### src/sv/assert_macros.svh
// ----------------------------------------------------------------------------
// assertion macros
// shorthand for clocked concurrent assertions used by the mask pipeline
// ----------------------------------------------------------------------------
`ifndef ASSERT_MACROS_SVH
`define ASSERT_MACROS_SVH

// checked only outside reset
`define EBFM_ASSERT(lbl, prop, msg) \
   lbl: assert property (@(posedge clock) disable iff (reset) prop) else $error(msg);

// checked at every edge, reset included
`define EBFM_ASSERT_ALWAYS(lbl, prop, msg) \
   lbl: assert property (@(posedge clock) prop) else $error(msg);

`endif

### src/sv/ebfm_pkg.sv
// ----------------------------------------------------------------------------
// ebfm_pkg
// shared widths, codes and types of the elliptical fade mask pipeline
// ----------------------------------------------------------------------------
`default_nettype none

package ebfm_pkg;

   localparam int COORD_W     = 16;
   localparam int OCOEF_W     = 18;
   localparam int FCOEF_W     = 24;
   localparam int CSR_INDEX_W = 3;
   localparam int CSR_DATA_W  = 24;
   localparam int MAG_W       = 16;
   localparam int PO_W        = MAG_W + OCOEF_W;
   localparam int PF_W        = MAG_W + FCOEF_W;
   localparam int SQO_W       = 2 * PO_W;
   localparam int SQF_W       = 2 * PF_W;
   localparam int N_W         = SQO_W + 1;
   localparam int NF_W        = SQF_W + 1;
   localparam int QUOT_BITS   = 8;
   localparam int REM_W       = NF_W + QUOT_BITS;
   localparam int MASK_W      = 8;

   localparam int DEF_COORD_FRAC_BITS = 4;
   localparam int DEF_COEF_FRAC_BITS  = 16;

   localparam logic [OCOEF_W-1:0] RESET_OUTER_COEF = OCOEF_W'(2048);
   localparam logic [FCOEF_W-1:0] RESET_FADE_COEF  = FCOEF_W'(2048);

   localparam logic [MASK_W-1:0] MASK_FULL  = '1;
   localparam logic [MASK_W-1:0] MASK_CLEAR = '0;

   typedef enum logic [CSR_INDEX_W-1:0] {
      REG_OUTER_X = 3'd0,
      REG_OUTER_Y = 3'd1,
      REG_FADE_X  = 3'd2,
      REG_FADE_Y  = 3'd3
   } reg_index_type;

   typedef struct packed {
      logic outside;
      logic core;
      logic flat;
   } band_type;

   typedef struct packed {
      logic [N_W-1:0]  n;
      logic [NF_W-1:0] nf;
   } norm_type;

   typedef struct packed {
      band_type         band;
      logic [REM_W-1:0] rem;
      logic [NF_W-1:0]  den;
   } quot_type;

endpackage

`default_nettype wire

### src/sv/ebfm_div.sv
// ----------------------------------------------------------------------------
// ebfm_div
// eight stage restoring divider, one quotient bit a stage, and final select
// ----------------------------------------------------------------------------
`default_nettype none
`include "assert_macros.svh"

module ebfm_div (
   input  wire logic                        clock,
   input  wire logic                        reset,
   input  wire logic                        in_valid,
   output logic                             in_ready,
   input  ebfm_pkg::quot_type               in_data,
   output logic                             out_valid,
   input  wire logic                        out_ready,
   output logic [ebfm_pkg::MASK_W-1:0]      mask_value
);
   import ebfm_pkg::*;

   localparam int L    = QUOT_BITS;
   localparam int LAST = L - 1;

   logic [L-1:0] v_ff, v_in, en;

   logic [REM_W-1:0]     rem_ff [L];
   logic [NF_W-1:0]      den_ff [L];
   band_type             band_ff [L];
   logic [QUOT_BITS-1:0] q_ff [L-1];
   logic [MASK_W-1:0]    mask_ff;

   assign en[L-1] = !v_ff[L-1] || out_ready;
   for (genvar k = 0; k < L-1; k++) begin : g_en
      assign en[k] = !v_ff[k] || en[k+1];
   end

   always_comb begin
      v_in = v_ff;
      if (en[0]) begin
         v_in[0] = in_valid;
      end
      for (int k = 1; k < L; k++) begin
         if (en[k]) begin
            v_in[k] = v_ff[k-1];
         end
      end
   end

   always_ff @(posedge clock) begin
      if (reset) begin
         v_ff <= '0;
      end else begin
         v_ff <= v_in;
      end
   end

   for (genvar k = 0; k < L; k++) begin : g_stage
      localparam int B = QUOT_BITS - 1 - k;

      logic [REM_W-1:0]     src_rem, shifted, rem_in;
      logic [NF_W-1:0]      src_den;
      band_type             src_band;
      logic [QUOT_BITS-1:0] src_q, q_in;
      logic                 take;

      if (k == 0) begin : g_first
         assign src_rem  = in_data.rem;
         assign src_den  = in_data.den;
         assign src_band = in_data.band;
         assign src_q    = '0;
      end else begin : g_next
         assign src_rem  = rem_ff[k-1];
         assign src_den  = den_ff[k-1];
         assign src_band = band_ff[k-1];
         assign src_q    = q_ff[k-1];
      end

      // trial subtract of the shifted divisor
      always_comb begin
         shifted = REM_W'(src_den) << B;
         take    = src_rem >= shifted;
         rem_in  = take ? (src_rem - shifted) : src_rem;
         q_in    = src_q;
         q_in[B] = take;
      end

      always_ff @(posedge clock) begin
         if (en[k]) begin
            rem_ff[k]  <= rem_in;
            den_ff[k]  <= src_den;
            band_ff[k] <= src_band;
         end
      end

      if (k < LAST) begin : g_q
         always_ff @(posedge clock) begin
            if (en[k]) begin
               q_ff[k] <= q_in;
            end
         end
      end else begin : g_mask
         logic [MASK_W-1:0] mask_in;
         always_comb begin
            if (src_band.outside) begin
               mask_in = MASK_FULL;
            end else if (src_band.core) begin
               mask_in = MASK_CLEAR;
            end else if (src_band.flat) begin
               mask_in = MASK_FULL;
            end else begin
               mask_in = MASK_W'(q_in);
            end
         end
         always_ff @(posedge clock) begin
            if (en[k]) begin
               mask_ff <= mask_in;
            end
         end
      end
   end

   assign in_ready   = en[0];
   assign out_valid  = v_ff[L-1];
   assign mask_value = mask_ff;

   `EBFM_ASSERT_ALWAYS(a_reset_empties, reset |=> (v_ff == '0), "valid bits survive reset")
   `EBFM_ASSERT(a_rem_entry, (in_valid && in_ready && (in_data.band == '0)) |-> (in_data.rem < (REM_W'(in_data.den) << QUOT_BITS)), "ramp quotient above 255")
   `EBFM_ASSERT(a_rem_exit, (v_ff[LAST] && (band_ff[LAST] == '0)) |-> (rem_ff[LAST] < REM_W'(den_ff[LAST])), "division remainder not reduced")

endmodule

`default_nettype wire

### config.mk
export PLATFORM = sky130hd
export DESIGN_NAME = ebfm_div
export DESIGN_NICKNAME = d
export VERILOG_FILES = /design/src/sv/ebfm_pkg.sv /design/src/sv/ebfm_div.sv
export VERILOG_INCLUDE_DIRS = /design/src /design/src/sv
export SDC_FILE = /design/constraint.sdc
export NUM_CORES = 2
export LEC_CHECK = 0
export BUFFER_PORTS_ARGS = -buffer_cell sky130_fd_sc_hd__buf_4
export CELL_PAD_IN_SITES_DETAIL_PLACEMENT = 2
export CELL_PAD_IN_SITES_GLOBAL_PLACEMENT = 2
export CORE_AREA = 2 2 459 461
export DETAILED_ROUTE_END_ITERATION = 8
export DIE_AREA = 0 0 461 463
export GPL_TIMING_DRIVEN = 0
export HOLD_SLACK_MARGIN = 0.08
export PLACE_DENSITY = 0.81
export SKIP_LAST_GASP = 1
export SYNTH_ARGS = -nofsm -noshare
export SYNTH_HDL_FRONTEND = slang
export SYNTH_SLANG_ARGS = --single-unit
### constraint.sdc
create_clock -name clock -period 11.7 [get_ports clock]
set_input_delay 0 -clock clock [delete_from_list [all_inputs] [get_ports clock]]
set_output_delay 0 -clock clock [all_outputs]
set_load 0.1 [all_outputs]
==> impl_metrics.tcl <==
set metrics [dict create \
    outcome "finished clean" \
    yosys_warnings 0 \
    synth_area_leaders "edfxtp_1 (45%), ha_1 (9.8%), a21oi_1 (6.8%)" \
    drive_above_1_share 0.0642 \
    clock_sinks 1255 \
    slew_viol_final 0 \
    start_util 0.398 \
    tritoncts "yes" \
    vias 72600 \
    drt_iter0_drc 5755 \
    skew_ns 0.0488 \
    wirelength_microns 343000 \
    ys_types 92 \
    cts_buffers 140 \
    post_cts_resized 0 \
    worst-path-buf-inv 5 \
    nFillCells 22100 \
    post_drt_wl_per_cell_microns 27.9 \
    postCtsHoldBufs 343 \
    cts_root_buf "clkbuf_16" \
    die_area_sq_um 213000 \
    path_class "flop to flop" \
    drv_cap 0 \
    min_delay_path_depth 4 \
    gr-total-overflow 0 \
    clkTransAtPathRegs_ns 0.09 \
    drc 0 \
    synth_nets 9484 \
    cts_max_path_buffers 3 \
    hp-class "input pin to flop" \
    postSynthCellCount 8652 \
    fmax_mhz 128 \
    rsz0062_at_grt "false" \
    setup_viol 0 \
    grt_max_degree 118 \
    antenna_found_initial 12 \
    final_area_sq_um 96600 \
    muxShareOfSynthArea 0.0135 \
    required_ns 12.30 \
    fin_nets 10200 \
    grt_pass1_vias 80000 \
    htreeDepth 4 \
    cp-start-kind "flop" \
    critPathMaxFanout 10 \
    reg2reg_depth 16 \
    layout_common_cells "edfxtp_1 (1,247), a21oi_1 (1,125), inv_1 (838)" \
    synth.top_cell.area_share 0.451 \
    synth_top_family_by_area "compound AO/OA/AOI/OAI gates" \
    slew_headroom 0.0381 \
    r2r_start "den_ff[0][6]$_DFFE_PP_" \
    synth_edf_count 1247 \
    ir_drop_uv 180 \
    cellPowerDensity_nw_per_um2 267 \
    cpPeakStageDelay_ns 1.14 \
    clk-insertion-delay-late_ns 0.82 \
    rrSetupSlack_ns 3.87 \
    cpLargestDelayFamily "compound AO/OA/AOI/OAI gates" \
    drt.antenna.violating_nets 0 \
    ys_async_sr_fraction 0 \
    cp_slowest_cell "a41oi_1" \
    critPathCaptureType "flop" \
    critPathArrivalTime_ns 8.43 \
    final_hold_viol_count 0 \
    fin_hold_ws_ns 0.143 \
    hpwlAfterDp_microns 249000 \
    grt.total_usage 0.316 \
    rows 168 \
    syn_avg_cell_area_sq_um 9.60 \
    place_congestion 0.953 \
    ys_seq_elements 1255 \
    viasPerCell 5.91 \
    hold_path.startpoint "in_data[144]" \
    area_growth_pct 16.3 \
    crit-reg2reg-capture "rem_ff[1][81]$_DFFE_PP_" \
    synth_fa_ha_area_frac 0.0993 \
    hold_end "rem_ff[0][63]$_DFFE_PP_" \
    synth_compound_area_frac 0.195 \
    synthSimpleGateAreaFrac 0.122 \
    synth-seq-area-share 0.453 \
    ys.flop_type "edfxtp_1" \
    period_minus_slack_ns 7.83 \
    place_area_sq_um 88500 \
    synth_xor_xnor_area_share 0.0599 \
    leakagePower_nw 40.8 \
    die_x_microns 461 \
    cp_cell_sequence "inv_1 -> ha_1 -> a211oi_1 -> inv_1 -> o31ai_1 -> a2111oi_0 -> o2111ai_1 -> nand3_1 -> a211oi_1 -> nor2_1 -> a41oi_1 -> clkbuf_1 -> buf_2 -> buf_2 -> nand2_1 -> o21ai_1" \
    final_common_cell "edfxtp_1" \
    core-area_sq_um 209000 \
    worstMarginPinSlew_ns 1.43 \
    num_io_pins 187 \
    period_share 0.669 \
    syn-cell-area_sq_um 83000 \
    yosys.area.top_type "edfxtp_1" \
    fp.dieH_microns 463 \
    postCtsSetupBuffers 0 \
    dr.pass1.iters 5 \
    port_buffers 185 \
    grt_pass1_wl_microns 515000 \
]
==> power breakdown <==
group          internal [mW]  switching [mW]  leakage, nW
Clock                   2.60            1.98         2.23
Sequential              6.82            1.09         13.2
Combinational           4.96            8.37         25.4
==> worst max-delay path by stage <==
| stage | from | endpoint | slack, ns | depth (start not counted) |
|---|---|---|---|---|
| 6_report | den_ff[0][6]$_DFFE_PP_ | rem_ff[1][81]$_DFFE_PP_ | 3.87 | 16 |
| 3_3_place_gp | v_ff[7]$_SDFFE_PP0P_ | band_ff[0][1]$_DFFE_PP_ | -1.89 | 6 |
| 5_1_grt | den_ff[0][6]$_DFFE_PP_ | rem_ff[1][81]$_DFFE_PP_ | 4.13 | 16 |
| 2_1_floorplan | v_ff[7]$_SDFFE_PP0P_ | band_ff[0][0]$_DFFE_PP_ | 0.79 | 6 |
| 4_1_cts | den_ff[0][1]$_DFFE_PP_ | rem_ff[1][85]$_DFFE_PP_ | 4.49 | 16 |
| 3_5_place_dp | den_ff[0][1]$_DFFE_PP_ | rem_ff[1][81]$_DFFE_PP_ | 4.58 | 14 |
==> synthesized netlist by cell type (65+ instances only) <==
| cell type | n |
|---|---|
| edfxtp_1 | 1247 |
| clkbuf_1 | 302 |
| a31oi_1 | 79 |
| xnor2_1 | 353 |
| ha_1 | 648 |
| o21a_1 | 65 |
| nor2b_1 | 67 |
| a21oi_1 | 1126 |
| xor2_1 | 215 |
| nand4_1 | 236 |
| a21o_1 | 388 |
| inv_1 | 840 |
| nor3_1 | 117 |
| nand2_1 | 557 |
| nand3_1 | 121 |
| o21ai_0 | 433 |
| o21bai_1 | 155 |
| nor2_1 | 777 |
==> sequential cells by signal (all words and copies together) (netlist names) <==
signal,cells
band_ff,21
den_ff,567
mask_value,8
q_ff,28
rem_ff,623
v_ff,8
==> layer usage <==
metal,vias up,wire [microns],global-route usage
met2,2229,164000,0.534
met4,2,23000,0.183
li1,32700,-,-
met1,36800,143000,0.392
met3,792,12900,0.0298
met5,-,10,0
==> worst reg2reg max path, cell delays in order (launching register included) <==
cell	delay (ns)
edfxtp_1	0.49
inv_1	0.17
ha_1	0.36
a211oi_1	0.48
inv_1	0.15
o31ai_1	0.76
a2111oi_0	0.37
o2111ai_1	0.45
nand3_1	0.38
a211oi_1	0.45
nor2_1	0.25
a41oi_1	1.14
clkbuf_1	0.70
buf_2	0.56
buf_2	0.51
nand2_1	0.20
o21ai_1	0.17
==> stage by stage <==
stage,util,setup slack [ns],instances,power (mW),TNS [ns]
floorplan,-,0.791,8652,16.3,0
global placement,0.422,-1.89,11600,19.7,-317.14
detailed placement,0.424,4.58,11700,20.6,0
CTS,0.463,4.49,12300,25.4,0
global route,0.463,4.13,12300,27.3,0
finish,0.463,3.87,12300,25.8,0
==> final cells by class <==
type,count,area (sq um),share of cell area
clock buffer,170,3810,0.0394
tap,2805,3510,0.0363
antenna,14,35.0,0.000363
inverter,840,3170,0.0328
sequential,1255,37600,0.389
timing repair buffer,556,5310,0.0549
multi-input combinational,6168,40800,0.422
clock inverter,88,813,0.00842
buffer,389,1570,0.0163
==> cells by family (layout without fill, tap and decap cells) <==
family / Yosys count / count (layout)
mux: 100 / 100
buf+inv: 1229 / 2043
fa+ha+maj: 655 / 655
other cells: 0 / 14
compound gates: 2664 / 2664
xor+xnor: 568 / 568
flops: 1255 / 1255
simple gates: 2181 / 2181
(Power assumes the default switching activity.)
